## config.mk

```make
export PLATFORM = sky130hd
export DESIGN_NAME = ttl_block_pool_evictor_flat
export DESIGN_NICKNAME = d
export VERILOG_FILES = /design/src/rtl/tbpe_pkg.sv /design/src/rtl/tbpe_if.sv /design/src/rtl/tbpe_ctrl.sv /design/src/rtl/tbpe_datapath.sv /design/src/rtl/ttl_block_pool_evictor.sv /design/src/flat_wrapper.sv
export SDC_FILE = /design/constraint.sdc
export NUM_CORES = 2
export LEC_CHECK = 0
export BUFFER_PORTS_ARGS = -buffer_cell sky130_fd_sc_hd__buf_2
export CORE_MARGIN = 10
export CORE_UTILIZATION = 50
export CTS_BUF_LIST = sky130_fd_sc_hd__clkbuf_8
export CTS_CLUSTER_DIAMETER = 150
export DETAILED_ROUTE_END_ITERATION = 6
export GPL_TIMING_DRIVEN = 0
export PLACE_DENSITY = 0.67
export SYNTH_ARGS = -nofsm -noshare
export SYNTH_HDL_FRONTEND = slang
export SYNTH_SLANG_ARGS = --single-unit
```

## constraint.sdc

```tcl
create_clock -name clk -period 31.7 [get_ports clk]
set_input_delay 4.755 -clock clk [delete_from_list [all_inputs] [get_ports clk]]
set_output_delay 4.755 -clock clk [all_outputs]
set_load 0.05 [all_outputs]
```

## src/rtl/tbpe_pkg.sv

```systemverilog
// ---------------------------------------------------------------------------
// tbpe_pkg
// Shared constants, codes and controller/datapath handoff types for the
// block pool evictor.
// ---------------------------------------------------------------------------
package tbpe_pkg;

	localparam int POOL_DEPTH = 64;
	localparam int CNT_W      = $clog2(POOL_DEPTH + 1);
	localparam int IDX_W      = (POOL_DEPTH > 1) ? $clog2(POOL_DEPTH) : 1;
	localparam int CMP_W      = (CNT_W > 7) ? CNT_W : 7;

	localparam int CMD_W      = 2;
	localparam int SIZE_W     = 32;
	localparam int TTL_W      = 32;
	localparam int RIDX_W     = 6;
	localparam int STAT_W     = 2;
	localparam int OCNT_W     = 7;
	localparam int CAP_W      = 7;
	localparam int POL_W      = 3;
	localparam int CFG_IDX_W  = 1;
	localparam int CFG_DATA_W = 7;

	localparam logic [CMD_W-1:0] CMD_ADD    = 2'd0;
	localparam logic [CMD_W-1:0] CMD_DELETE = 2'd1;
	localparam logic [CMD_W-1:0] CMD_TICK   = 2'd2;

	localparam logic [POL_W-1:0] POL_NEVER    = 3'd0;
	localparam logic [POL_W-1:0] POL_NEWEST   = 3'd1;
	localparam logic [POL_W-1:0] POL_OLDEST   = 3'd2;
	localparam logic [POL_W-1:0] POL_RANDOM   = 3'd3;
	localparam logic [POL_W-1:0] POL_LARGEST  = 3'd4;
	localparam logic [POL_W-1:0] POL_SMALLEST = 3'd5;

	localparam logic [STAT_W-1:0] ST_OK    = 2'd0;
	localparam logic [STAT_W-1:0] ST_FULL  = 2'd1;
	localparam logic [STAT_W-1:0] ST_EMPTY = 2'd2;

	localparam logic [CFG_IDX_W-1:0] CFG_CAPACITY = 1'd0;
	localparam logic [CFG_IDX_W-1:0] CFG_POLICY   = 1'd1;

	localparam logic [CAP_W-1:0] CAP_RESET = 7'd64;

	typedef struct packed {
		logic load;
		logic add;
		logic del_empty;
		logic del_setup;
		logic scan_start;
		logic scan;
		logic sweep_start;
		logic sweep;
		logic sweep_end;
		logic publish;
	} dp_cmd_t;

	typedef struct packed {
		logic [CMD_W-1:0] command;
		logic             del_active;
		logic             by_size;
		logic             empty;
		logic             reads_done;
		logic             inflight;
	} dp_stat_t;

endpackage

```

## src/rtl/tbpe_if.sv

```systemverilog
// ---------------------------------------------------------------------------
// tbpe_req_if / tbpe_rsp_if
// Valid/ready channels for commands into and results out of the pool.
// ---------------------------------------------------------------------------
interface tbpe_req_if;
	logic                                valid;
	logic                                ready;
	logic [tbpe_pkg::CMD_W-1:0]          command;
	logic [tbpe_pkg::SIZE_W-1:0]         block_size;
	logic signed [tbpe_pkg::TTL_W-1:0]   block_ttl;
	logic [tbpe_pkg::RIDX_W-1:0]         random_index;

	modport source (output valid, command, block_size, block_ttl, random_index, input ready);
	modport sink (input valid, command, block_size, block_ttl, random_index, output ready);
endinterface

interface tbpe_rsp_if;
	logic                          valid;
	logic                          ready;
	logic [tbpe_pkg::STAT_W-1:0]   status;
	logic [tbpe_pkg::OCNT_W-1:0]   entry_count;
	logic [tbpe_pkg::SIZE_W-1:0]   removed_size;
	logic [tbpe_pkg::OCNT_W-1:0]   pruned_count;

	modport source (output valid, status, entry_count, removed_size, pruned_count, input ready);
	modport sink (input valid, status, entry_count, removed_size, pruned_count, output ready);
endinterface

```

## src/rtl/tbpe_ctrl.sv

```systemverilog
// ---------------------------------------------------------------------------
// tbpe_ctrl
// Command sequencer: decode, size scan, compaction sweep, result handoff.
// ---------------------------------------------------------------------------
module tbpe_ctrl (
	input  logic               clk,
	input  logic               arst_n,
	input  logic               req_valid,
	output logic               req_ready,
	output logic               rsp_valid,
	input  logic               rsp_ready,
	input  tbpe_pkg::dp_stat_t stat,
	output tbpe_pkg::dp_cmd_t  cmd
);

	typedef enum logic [2:0] {
		S_IDLE,
		S_DECODE,
		S_SCAN,
		S_SWEEP,
		S_FIN
	} state_t;

	state_t state_q;
	logic   rsp_valid_q;
	logic   pass_done;

	assign pass_done = stat.reads_done && !stat.inflight;
	assign req_ready = (state_q == S_IDLE);
	assign rsp_valid = rsp_valid_q;

	always_comb begin
		cmd = '0;
		case (state_q)
			S_IDLE: begin
				cmd.load = req_valid;
			end
			S_DECODE: begin
				case (stat.command)
					tbpe_pkg::CMD_ADD: begin
						cmd.add = 1'b1;
					end
					tbpe_pkg::CMD_DELETE: begin
						if (stat.del_active && stat.empty) begin
							cmd.del_empty = 1'b1;
						end else if (stat.del_active && stat.by_size) begin
							cmd.scan_start = 1'b1;
						end else if (stat.del_active) begin
							cmd.del_setup   = 1'b1;
							cmd.sweep_start = 1'b1;
						end
					end
					tbpe_pkg::CMD_TICK: begin
						cmd.sweep_start = 1'b1;
					end
					default: begin
					end
				endcase
			end
			S_SCAN: begin
				if (pass_done) begin
					cmd.sweep_start = 1'b1;
				end else begin
					cmd.scan = 1'b1;
				end
			end
			S_SWEEP: begin
				if (pass_done) begin
					cmd.sweep_end = 1'b1;
				end else begin
					cmd.sweep = 1'b1;
				end
			end
			S_FIN: begin
				cmd.publish = !rsp_valid_q || rsp_ready;
			end
			default: begin
			end
		endcase
	end

	always_ff @(posedge clk or negedge arst_n) begin
		if (!arst_n) begin
			state_q     <= S_IDLE;
			rsp_valid_q <= 1'b0;
		end else begin
			if (cmd.publish) begin
				rsp_valid_q <= 1'b1;
			end else if (rsp_ready) begin
				rsp_valid_q <= 1'b0;
			end
			case (state_q)
				S_IDLE: begin
					if (req_valid) state_q <= S_DECODE;
				end
				S_DECODE: begin
					if (cmd.scan_start) begin
						state_q <= S_SCAN;
					end else if (cmd.sweep_start) begin
						state_q <= S_SWEEP;
					end else begin
						state_q <= S_FIN;
					end
				end
				S_SCAN: begin
					if (pass_done) state_q <= S_SWEEP;
				end
				S_SWEEP: begin
					if (pass_done) state_q <= S_FIN;
				end
				S_FIN: begin
					if (cmd.publish) state_q <= S_IDLE;
				end
				default: begin
					state_q <= S_IDLE;
				end
			endcase
		end
	end

endmodule

```

## src/rtl/tbpe_datapath.sv

```systemverilog
// ---------------------------------------------------------------------------
// tbpe_datapath
// Entry memory, held count, config registers, scan and compaction logic,
// result registers.
// ---------------------------------------------------------------------------
module tbpe_datapath (
	input  logic                                clk,
	input  logic                                arst_n,
	input  logic                                cfg_wr_en,
	input  logic [tbpe_pkg::CFG_IDX_W-1:0]      cfg_index,
	input  logic [tbpe_pkg::CFG_DATA_W-1:0]     cfg_wdata,
	input  logic [tbpe_pkg::CMD_W-1:0]          command,
	input  logic [tbpe_pkg::SIZE_W-1:0]         block_size,
	input  logic signed [tbpe_pkg::TTL_W-1:0]   block_ttl,
	input  logic [tbpe_pkg::RIDX_W-1:0]         random_index,
	input  tbpe_pkg::dp_cmd_t                   cmd,
	output tbpe_pkg::dp_stat_t                  stat,
	output logic [tbpe_pkg::STAT_W-1:0]         status,
	output logic [tbpe_pkg::OCNT_W-1:0]         entry_count,
	output logic [tbpe_pkg::SIZE_W-1:0]         removed_size,
	output logic [tbpe_pkg::OCNT_W-1:0]         pruned_count
);

	localparam int ENT_W = tbpe_pkg::SIZE_W + tbpe_pkg::TTL_W;

	logic [ENT_W-1:0]                  entry_mem_q [tbpe_pkg::POOL_DEPTH];

	logic [tbpe_pkg::CAP_W-1:0]        cap_q;
	logic [tbpe_pkg::POL_W-1:0]        policy_q;
	logic [tbpe_pkg::CNT_W-1:0]        held_q;
	logic [tbpe_pkg::CNT_W-1:0]        rd_q;
	logic [tbpe_pkg::CNT_W-1:0]        wr_q;
	logic                              rv_s1;

	logic [tbpe_pkg::CMD_W-1:0]        cmd_q;
	logic [tbpe_pkg::SIZE_W-1:0]       size_q;
	logic [tbpe_pkg::TTL_W-1:0]        ttl_q;
	logic [tbpe_pkg::RIDX_W-1:0]       rindex_q;
	logic [tbpe_pkg::IDX_W-1:0]        pos_q;
	logic [tbpe_pkg::SIZE_W-1:0]       best_q;
	logic [tbpe_pkg::STAT_W-1:0]       res_status_q;
	logic [tbpe_pkg::SIZE_W-1:0]       removed_q;
	logic [tbpe_pkg::CNT_W-1:0]        pruned_q;
	logic [ENT_W-1:0]                  rdata_s1;
	logic [tbpe_pkg::IDX_W-1:0]        ridx_s1;

	logic [tbpe_pkg::STAT_W-1:0]       out_status_q;
	logic [tbpe_pkg::OCNT_W-1:0]       out_count_q;
	logic [tbpe_pkg::SIZE_W-1:0]       out_removed_q;
	logic [tbpe_pkg::OCNT_W-1:0]       out_pruned_q;

	logic                              full;
	logic                              is_tick;
	logic                              by_largest;
	logic                              rd_issue;
	logic [tbpe_pkg::IDX_W-1:0]        rd_addr;
	logic [tbpe_pkg::SIZE_W-1:0]       size_s1;
	logic [tbpe_pkg::TTL_W-1:0]        ttl_s1;
	logic [tbpe_pkg::TTL_W-1:0]        ttl_next;
	logic                              drop;
	logic                              better;
	logic                              mem_we;
	logic [tbpe_pkg::IDX_W-1:0]        mem_waddr;
	logic [ENT_W-1:0]                  mem_wdata;
	logic [tbpe_pkg::IDX_W-1:0]        setup_pos;
	logic                              keep_write;

	// effective capacity is min(register, depth)
	assign full = (tbpe_pkg::CMP_W'(held_q) >= tbpe_pkg::CMP_W'(cap_q))
		|| (held_q >= tbpe_pkg::CNT_W'(tbpe_pkg::POOL_DEPTH));

	assign is_tick    = (cmd_q == tbpe_pkg::CMD_TICK);
	assign by_largest = (policy_q == tbpe_pkg::POL_LARGEST);

	assign stat.command    = cmd_q;
	assign stat.del_active = (policy_q == tbpe_pkg::POL_NEWEST)
		|| (policy_q == tbpe_pkg::POL_OLDEST) || (policy_q == tbpe_pkg::POL_RANDOM)
		|| (policy_q == tbpe_pkg::POL_LARGEST) || (policy_q == tbpe_pkg::POL_SMALLEST);
	assign stat.by_size    = (policy_q == tbpe_pkg::POL_LARGEST)
		|| (policy_q == tbpe_pkg::POL_SMALLEST);
	assign stat.empty      = (held_q == '0);
	assign stat.reads_done = (rd_q >= held_q);
	assign stat.inflight   = rv_s1;

	assign rd_issue = (cmd.scan || cmd.sweep) && (rd_q < held_q);
	assign rd_addr  = rd_q[tbpe_pkg::IDX_W-1:0];

	assign size_s1  = rdata_s1[tbpe_pkg::SIZE_W-1:0];
	assign ttl_s1   = rdata_s1[ENT_W-1:tbpe_pkg::SIZE_W];
	// negative lifetimes never count down
	assign ttl_next = ((ttl_s1 != '0) && !ttl_s1[tbpe_pkg::TTL_W-1]) ? ttl_s1 - 1'b1 : ttl_s1;
	assign drop     = is_tick ? (ttl_next == '0) : (ridx_s1 == pos_q);
	assign better   = (ridx_s1 == '0)
		|| (by_largest ? (size_s1 > best_q) : (size_s1 < best_q));

	assign keep_write = cmd.sweep && rv_s1 && !drop;
	assign mem_we     = (cmd.add && !full) || keep_write;
	assign mem_waddr  = cmd.add ? held_q[tbpe_pkg::IDX_W-1:0] : wr_q[tbpe_pkg::IDX_W-1:0];
	assign mem_wdata  = cmd.add ? {ttl_q, size_q} : {(is_tick ? ttl_next : ttl_s1), size_s1};

	always_comb begin
		case (policy_q)
			tbpe_pkg::POL_NEWEST: begin
				setup_pos = tbpe_pkg::IDX_W'(held_q - 1'b1);
			end
			tbpe_pkg::POL_RANDOM: begin
				if (tbpe_pkg::CMP_W'(rindex_q) < tbpe_pkg::CMP_W'(held_q)) begin
					setup_pos = tbpe_pkg::IDX_W'(rindex_q);
				end else begin
					setup_pos = tbpe_pkg::IDX_W'(held_q - 1'b1);
				end
			end
			default: begin
				setup_pos = '0;
			end
		endcase
	end

	// entry storage: one write and one registered read per cycle
	always_ff @(posedge clk) begin
		if (mem_we) entry_mem_q[mem_waddr] <= mem_wdata;
		if (rd_issue) rdata_s1 <= entry_mem_q[rd_addr];
		ridx_s1 <= rd_addr;
	end

	always_ff @(posedge clk or negedge arst_n) begin
		if (!arst_n) begin
			cap_q    <= tbpe_pkg::CAP_RESET;
			policy_q <= tbpe_pkg::POL_NEVER;
			held_q   <= '0;
			rd_q     <= '0;
			wr_q     <= '0;
			rv_s1    <= 1'b0;
		end else begin
			if (cfg_wr_en && (cfg_index == tbpe_pkg::CFG_CAPACITY)) begin
				cap_q <= cfg_wdata[tbpe_pkg::CAP_W-1:0];
			end
			if (cfg_wr_en && (cfg_index == tbpe_pkg::CFG_POLICY)) begin
				policy_q <= cfg_wdata[tbpe_pkg::POL_W-1:0];
			end
			rv_s1 <= rd_issue;
			if (cmd.add && !full) held_q <= held_q + 1'b1;
			if (cmd.sweep_end) held_q <= wr_q;
			if (cmd.scan_start || cmd.sweep_start) begin
				rd_q <= '0;
			end else if (rd_issue) begin
				rd_q <= rd_q + 1'b1;
			end
			if (cmd.sweep_start) begin
				wr_q <= '0;
			end else if (keep_write) begin
				wr_q <= wr_q + 1'b1;
			end
		end
	end

	always_ff @(posedge clk) begin
		if (cmd.load) begin
			cmd_q        <= command;
			size_q       <= block_size;
			ttl_q        <= block_ttl;
			rindex_q     <= random_index;
			res_status_q <= tbpe_pkg::ST_OK;
			removed_q    <= '0;
			pruned_q     <= '0;
		end
		if (cmd.add && full) res_status_q <= tbpe_pkg::ST_FULL;
		if (cmd.del_empty) res_status_q <= tbpe_pkg::ST_EMPTY;
		if (cmd.del_setup) pos_q <= setup_pos;
		if (cmd.scan && rv_s1 && better) begin
			best_q <= size_s1;
			pos_q  <= ridx_s1;
		end
		if (cmd.sweep && rv_s1 && drop) begin
			if (is_tick) begin
				pruned_q <= pruned_q + 1'b1;
			end else begin
				removed_q <= size_s1;
			end
		end
		if (cmd.publish) begin
			out_status_q  <= res_status_q;
			out_count_q   <= tbpe_pkg::OCNT_W'(held_q);
			out_removed_q <= removed_q;
			out_pruned_q  <= tbpe_pkg::OCNT_W'(pruned_q);
		end
	end

	assign status       = out_status_q;
	assign entry_count  = out_count_q;
	assign removed_size = out_removed_q;
	assign pruned_count = out_pruned_q;

	a_held_bounded: assert property (@(posedge clk) disable iff (!arst_n)
		held_q <= tbpe_pkg::CNT_W'(tbpe_pkg::POOL_DEPTH))
		else $error("held count above pool depth");

	a_write_behind_read: assert property (@(posedge clk) disable iff (!arst_n)
		(cmd.sweep && rv_s1) |-> (wr_q <= tbpe_pkg::CNT_W'(ridx_s1)))
		else $error("compaction write pointer passed read data");

	a_sweep_shrinks: assert property (@(posedge clk) disable iff (!arst_n)
		cmd.sweep_end |-> (wr_q <= held_q))
		else $error("sweep grew the pool");

	a_add_step: assert property (@(posedge clk) disable iff (!arst_n)
		cmd.add |=> (held_q == $past(held_q) + tbpe_pkg::CNT_W'($past(!full))))
		else $error("add changed count wrongly");

endmodule

```

## src/rtl/ttl_block_pool_evictor.sv

```systemverilog
// Command flow: add, no-op, and delete under policy never or on an empty pool go
// straight from decode to the result; tick and delete by position (newest,
// oldest, index) run a compaction sweep; delete by largest or smallest size
// runs a read scan, then a compaction sweep; a stalled result delays the next.
// Throughput: one command at a time, set by the sweep at one entry per cycle;
// a new command is taken while a result waits. Reset: count zero, capacity 64,
// policy never; entry memory is not cleared.
// ---------------------------------------------------------------------------
// ttl_block_pool_evictor
// Ordered pool of sized blocks with lifetimes, eviction policy and expiry.
// ---------------------------------------------------------------------------
module ttl_block_pool_evictor (
	input  logic                            clk,
	input  logic                            arst_n,
	input  logic                            cfg_wr_en,
	input  logic [tbpe_pkg::CFG_IDX_W-1:0]  cfg_index,
	input  logic [tbpe_pkg::CFG_DATA_W-1:0] cfg_wdata,
	tbpe_req_if.sink                        req,
	tbpe_rsp_if.source                      rsp
);

	tbpe_pkg::dp_cmd_t  cmd;
	tbpe_pkg::dp_stat_t stat;

	tbpe_ctrl u_ctrl (
		.clk       (clk),
		.arst_n    (arst_n),
		.req_valid (req.valid),
		.req_ready (req.ready),
		.rsp_valid (rsp.valid),
		.rsp_ready (rsp.ready),
		.stat      (stat),
		.cmd       (cmd)
	);

	tbpe_datapath u_datapath (
		.clk          (clk),
		.arst_n       (arst_n),
		.cfg_wr_en    (cfg_wr_en),
		.cfg_index    (cfg_index),
		.cfg_wdata    (cfg_wdata),
		.command      (req.command),
		.block_size   (req.block_size),
		.block_ttl    (req.block_ttl),
		.random_index (req.random_index),
		.cmd          (cmd),
		.stat         (stat),
		.status       (rsp.status),
		.entry_count  (rsp.entry_count),
		.removed_size (rsp.removed_size),
		.pruned_count (rsp.pruned_count)
	);

endmodule
```

## src/flat_wrapper.sv

```systemverilog
// flat-port wrapper written by rule: the top's interface ports become plain ports
module ttl_block_pool_evictor_flat 
  (clk, arst_n, cfg_wr_en, cfg_index, cfg_wdata, req_valid, req_command, req_block_size, req_block_ttl, req_random_index, req_ready, rsp_valid, rsp_status, rsp_entry_count, rsp_removed_size, rsp_pruned_count, rsp_ready);
  tbpe_req_if req_i ();
  tbpe_rsp_if rsp_i ();
  input  logic clk;
  input  logic arst_n;
  input  logic cfg_wr_en;
  input  logic [tbpe_pkg::CFG_IDX_W-1:0] cfg_index;
  input  logic [tbpe_pkg::CFG_DATA_W-1:0] cfg_wdata;
  input wire logic [$bits(req_i.valid)-1:0] req_valid;
  input wire logic [$bits(req_i.command)-1:0] req_command;
  input wire logic [$bits(req_i.block_size)-1:0] req_block_size;
  input wire logic [$bits(req_i.block_ttl)-1:0] req_block_ttl;
  input wire logic [$bits(req_i.random_index)-1:0] req_random_index;
  output wire logic [$bits(req_i.ready)-1:0] req_ready;
  output wire logic [$bits(rsp_i.valid)-1:0] rsp_valid;
  output wire logic [$bits(rsp_i.status)-1:0] rsp_status;
  output wire logic [$bits(rsp_i.entry_count)-1:0] rsp_entry_count;
  output wire logic [$bits(rsp_i.removed_size)-1:0] rsp_removed_size;
  output wire logic [$bits(rsp_i.pruned_count)-1:0] rsp_pruned_count;
  input wire logic [$bits(rsp_i.ready)-1:0] rsp_ready;
  assign req_i.valid = req_valid;
  assign req_i.command = req_command;
  assign req_i.block_size = req_block_size;
  assign req_i.block_ttl = req_block_ttl;
  assign req_i.random_index = req_random_index;
  assign req_ready = req_i.ready;
  assign rsp_valid = rsp_i.valid;
  assign rsp_status = rsp_i.status;
  assign rsp_entry_count = rsp_i.entry_count;
  assign rsp_removed_size = rsp_i.removed_size;
  assign rsp_pruned_count = rsp_i.pruned_count;
  assign rsp_i.ready = rsp_ready;
  ttl_block_pool_evictor u_core (.clk(clk), .arst_n(arst_n), .cfg_wr_en(cfg_wr_en), .cfg_index(cfg_index), .cfg_wdata(cfg_wdata), .req(req_i), .rsp(rsp_i));
endmodule
```

; ---- Word-level counts from Yosys, hierarchy flattened
; Memory sizes are Yosys's and may differ from the RTL's. A register that Yosys moved wholly into a read port is not among the register bits.
; Index checks and enable logic that the tools add are counted.
[op_classes]
addsub = 6
n_lt_le_gt_ge = 7
eq_ne = 16
muxes = 52
bitwise = 1
reduce_logical = 43
[op_table]
columns = operator, n
row1 = $mux W32, 5
row2 = $mux W64, 1
row3 = $mux W7, 9
row4 = $gt A32 B32 Y1, 1
row5 = $logic_not A32 Y1, 1
row6 = $lt A32 B32 Y1, 1
row7 = $reduce_bool A32 Y1, 1
row8 = $sub A32 B1 Y32 const B, 1
row9 = $add A7 B1 Y7 const B, 4
row10 = $mux W6, 4
row11 = $mux W3, 7
row12 = $mux W1, 17
row13 = $pmux W3 S5, 1
row14 = $ge A7 B7 Y1, 2
row15 = $logic_and A1 B1 Y1, 14
row16 = $eq A3 B2 Y1 const B, 4
row17 = $pmux W6 S2, 1
row18 = $reduce_bool A2 Y1, 6
row19 = $logic_or A1 B1 Y1, 11
row20 = $eq A3 B3 Y1 const B, 3
row21 = $mux W2, 4
row22 = $ge A7 B7 Y1 const B, 1
row23 = $logic_not A7 Y1, 1
row24 = $lt A6 B7 Y1, 1
row25 = 16 further kinds, 24
[totals]
register_bits = 241
mem_bits_rw = 4096
inputBits = 85
out_inout_bits = 50
word_cells = 148
n_memories = 1
[memory_table]
columns = name, words, word_bits, read_ports, rd_clocked_by_memory_dff, wr, line
row1 = u_core.u_datapath.entry_mem_q, 64, 64, 1, 1, 1, tbpe_datapath.sv:26  ; logic [ENT_W-1:0] entry_mem_q [tbpe_pkg::POOL_DEPTH];

; ---- Longest topological paths before layout
[depth]
ltp_word = 14
ltp_mapped = 15
ltp_nobuf = 11

; ---- Hierarchy
; A second synthesis with hierarchy kept.
[unflattened]
hier_cells = 6954
area_unflattened_um2 = 168952.0
[modules_own_cells]
columns = module, instances, cells_per_inst, area_per_inst_um2, seq_area_each_um2
row1 = tbpe_datapath, 1, 6907, 168546.6, 131407.3
row2 = tbpe_ctrl, 1, 47, 405.4, 100.1

; ---- Worst setup path after synthesis
; Ideal clock, no wire load.
[synth_path]
kind = reg2reg
from = reg u_core.u_datapath.rd_q[0] (netlist name)
to = reg u_core.u_datapath.rd_q[6] (netlist name)
setup_ps = 137
arrival_time_ps = 9973
path_slack_ps = 21590
stages_incl_launch_ff = 13
path_cell_list = dfrtp_1 clkbuf_1 clkbuf_1 buf_1 inv_1 ha_1 nand4_1 a41oi_1 nor4_1 and3_1 nand4_1 xor2_1 nor2_1
[synth_via]
elab_chain_cells = 7
word_cells_on_any_way = 15
[synth_lines]
columns = item, line
row1 = from (decl), tbpe_datapath.sv:31  ; logic [tbpe_pkg::CNT_W-1:0] rd_q;
row2 = from (signal assigned), tbpe_datapath.sv:147  ; rd_q <= rd_q + 1'b1;
row3 = $ge A7 B7 Y1, tbpe_datapath.sv:82  ; assign stat.reads_done = (rd_q >= held_q);
row4 = $logic_and A1 B1 Y1, tbpe_ctrl.sv:28  ; assign pass_done = stat.reads_done && !stat.inflight;
row5 = $mux W1, "tbpe_ctrl.sv:61, tbpe_ctrl.sv:68"
row6 = $mux W1 / $mux W2 (equally long branches), tbpe_ctrl.sv:34  ; case (state_q)
row7 = $logic_or A1 B1 Y1, tbpe_datapath.sv:85  ; assign rd_issue = (cmd.scan || cmd.sweep) && (rd_q < held_q);
row8 = $logic_and A1 B1 Y1 *, tbpe_datapath.sv:85
row9 = via u_core.u_datapath.rd_issue, tbpe_datapath.sv:55  ; logic rd_issue;
row10 = $reduce_bool A2 Y1 (no line) *, --
; The timed path passes the listed nets; every way through them passes the cells marked *. The select of a mux whose other input is x is not followed.
; A chain may end at the register's enable or synchronous reset.

; ---- Final worst setup path
[layout_path]
from = reg u_core.u_ctrl.state_q[0]
to = out req_ready
[layout_via]
elab_chain_cells = 1
[layout_lines]
columns = item, line
row1 = from (decl), tbpe_ctrl.sv:24  ; state_t state_q;
row2 = from (signal assigned), tbpe_ctrl.sv:84  ; state_q <= S_IDLE;
row3 = from (signal assigned), tbpe_ctrl.sv:94  ; if (req_valid) state_q <= S_DECODE;
row4 = from (signal assigned), tbpe_ctrl.sv:98  ; state_q <= S_SCAN;
row5 = $logic_not A3 Y1, tbpe_ctrl.sv:29  ; assign req_ready = (state_q == S_IDLE);
row6 = to (decl), flat_wrapper.sv:16  ; output wire logic [$bits(req_i.ready)-1:0] req_ready;
; Every way passes these cells.

==> impl_metrics.py <==
metrics = {
    "cts": {
        "cts-buffers-inserted": 674,
        "clk_latency_ns": 1.22,
        "post_cts_buffers": 0,
        "cts_tree": "built",
        "ctsResizeCount": 0,
        "cts_hold_buffers": 0,
        "clockRootBuffer": "clkbuf_8",
        "cts.sinks": 4401,
        "clockBufferDepth": 4,
        "htreeDepth": 6,
        "cts.clk_slew.worst_paths_ns": 0.06,
    },
    "power_and_ir_drop": {
        "fin_total_pwr_mw": 14.07,
        "ir_worst_vdd_mv": 0.04459,
        "p_leak_nw": 61.99,
        "p_per_area_mw_per_mm2": 71.64,
    },
    "synthesis": {
        "synth_edf_count": 4318,
        "yosys-top-cells-count": "edfxtp_1 (4318), mux4_2 (1344), clkbuf_1 (238)",
        "synth_cell_types": 70,
        "ys_warn_count": 0,
        "netlist_top_cells_area": "edfxtp_1 (77%), mux4_2 (18%), dfxtp_1 (0.56%)",
        "synthArstFlopShare_pct": 0.8180,
        "synth_top_area_cell": "edfxtp_1",
        "yosysMostFrequentCell": "edfxtp_1",
        "syn_avg_cell_area_um2": 24.11,
        "netlist_area_mm2": 0.1687,
        "syn-num-nets": 7145,
        "yosysSeqAreaShare_pct": 77.94,
        "synth_top_area_share_pct": 76.85,
        "ys.flop_type": "edfxtp_1",
        "yosys_register_bits": 4401,
        "syn-instance-count": 6999,
    },
    "grt": {
        "grt_max_degree": 58,
        "grt_antenna_before_repair": 35,
        "first_global_vias": 85310,
        "grtUsageTotal_pct": 24.15,
        "grt_pass1_wl_um": 627000,
        "globalRouteOverflowTotal": 0,
    },
    "floorplan": {
        "die_x_um": 600.9,
        "coreArea_mm2": 0.3363,
        "die-area_mm2": 0.3611,
        "row_count": 213,
        "pin_count": 135,
        "start_util_pct": 50.17,
        "dieHeight_um": 600.9,
    },
    "placed_design": {
        "hpwl_um": 326100,
        "routabilityCongestion": 0.9465,
        "port_buffers": 134,
    },
    "layout": {
        "fin_nets": 8606,
        "drive_gt1_share_pct": 34.93,
        "syn2layout_area_growth_pct": 16.37,
    },
    "critical_path": {
        "critical_path_required_ns": 26.95,
        "critPathCaptureType": "output pin",
        "arrival_ns": 2.78,
        "timing.setup.critical_path_class": "register to output pin",
        "critPathMaxFanout": 10,
        "worstSetupStartpointType": "register",
    },
    "timing": {
        "rsz0062_at_grt": "false",
        "max_slew.worst_pin.slew_ns": 1.457,
        "min_period_over_period_pct": 23.77,
        "slew_headroom_pct": 2.485,
        "fin_crit_ns": 7.536,
        "setup_viol": 0,
        "hold_violations": 0,
        "setup_tns_ns": 0,
        "clock_skew_ns": 0.08686,
        "slew_violations": 0,
        "max_freq_mhz": 132.7,
    },
    "drt": {
        "vias_per_cell": 6.131,
        "postRouteAntennaNets": 0,
        "avgRoutedWirePerCell_um": 32.76,
        "vias": 83000,
        "drc": 0,
        "dr.pass1.iters": 6,
        "drt-initial-drc-count": 11010,
        "routed_wl_um": 443500,
    },
    "outcome": {
        "outcome": "finished, final reports clean",
    },
    "run": {
        "cap_violations": 0,
    },
    "min_path": {
        "hp-class": "register to register",
    },
}
[where the power goes]
part / switching (mW) / leakage (nW) / internal (mW)
Clock: 2.18 / 7.02 / 2.08
Sequential: 0.0808 / 39.7 / 6.97
Combinational: 1.65 / 15.2 / 1.10
Total: 3.92 / 62.0 / 10.2
[final timing paths]
check / start / slack [ns] / to / cells past startpoint
max: u_core.u_ctrl.state_q[0] / 24.16 / req_ready / 3
min: u_core.u_datapath.removed_q[18] / 0.41 / u_core.u_datapath.removed_size[18] / 0
max reg2reg: u_core.u_datapath.rdata_s1[32] / 25.14 / u_core.u_datapath.entry_mem_q[33][38] / 19
min reg2reg: u_core.u_datapath.removed_q[18] / 0.41 / u_core.u_datapath.removed_size[18] / 0
max in group asynchronous: arst_n / 27.44 / u_core.u_datapath.rd_q[5] / 1
min in group asynchronous: arst_n / 3.66 / u_core.u_datapath.cap_q[1] / 1
[sequential cells by signal, summed over array words and instances, names as in the netlist, 6 cells and up]
register,cells
u_core.u_datapath.wr_q,7
u_core.u_datapath.pos_q,6
u_core.u_datapath.removed_q,32
u_core.u_datapath.removed_size,32
u_core.u_datapath.held_q,7
u_core.u_datapath.rd_q,7
u_core.u_datapath.rdata_s1,64
u_core.u_datapath.cap_q,7
u_core.u_datapath.pruned_q,7
u_core.u_datapath.ttl_q,32
u_core.u_datapath.size_q,32
u_core.u_datapath.entry_mem_q,4096
u_core.u_datapath.pruned_count,7
u_core.u_datapath.ridx_s1,6
u_core.u_datapath.best_q,32
u_core.u_datapath.rindex_q,6
u_core.u_datapath.entry_count,7
[worst max-delay path: stages (launching register included)]
cell and delay, ns:
dfrtp_1 0.40, clkbuf_1 0.23, nor3_1 0.52, buf_2 0.40
[layer usage]
metal	global-route usage [%]	vias to the layer above	part of all wire, %
met1	31.43	44030	36
met2	39.43	4788	49
met5	0	-	0.018
li1	-	33230	-
met4	9.845	10	4.5
met3	5.993	949	10
[through the flow]
stage | instances | worst slack, ns | util [%] | instance area [µm²] | hold WS [ns]
2_1_floorplan | 6999 | 21.59 | - | 168700 | 0.3693
3_3_place_gp | 11650 | 11.44 | 52.05 | 175100 | 0.4129
3_5_place_dp | 12300 | 24.21 | 54.76 | 184200 | 0.4156
4_1_cts | 13500 | 23.92 | 58.34 | 196200 | 0.3915
5_1_grt | 13510 | 24.01 | 58.36 | 196300 | 0.4082
6_report | 13540 | 24.16 | 58.38 | 196300 | 0.4088
[final cells by class]
class	instances	area, µm²
antenna	31	77.57
buffer	349	1459
clock buffer	691	9510
clock inverter	517	2514
fill	23640	140000
inverter	96	362.8
multi-input combinational	2153	36520
sequential	4401	131500
tap	4515	5649
timing repair buffer	785	8752
[cell usage in the layout, fill, tap and decap left out, drive strengths merged, types with 5 or more instances in the layout]
master and count:
mux2 5, clkinv 226, o31ai 15, mux4 1344
mux2i 49, nor2 62, nor2b 8, dfrtp 35
a211oi 6, ha 61, clkbuf 933, nand3b 7
or4 12, edfxtp 4318, o21ai 93, nor3 82
buf 892, a31oi 12, diode 31, a21oi 23
nand4 22, dfxtp 47, nand2 168, o2bb2ai 7
nand3 22, nand2b 14, inv 366, and3 5
clkinvlp 15, xnor2 30, a21o 19, o211ai 7
or3 8, nor4 13, xor2 17, bufinv 6
[cells by family after synthesis]
group / share of synthesized area (%)
and+or+nand+nor: 1.279
DFF: 77.94
AOI/OAI and AO/OA: 0.7734
xor gates and xnor gates: 0.2440
adders and majority gates: 0.4523
buffers and inverters: 1.049
muxes: 18.26
Note: power is estimated with default switching activity, not from simulation.
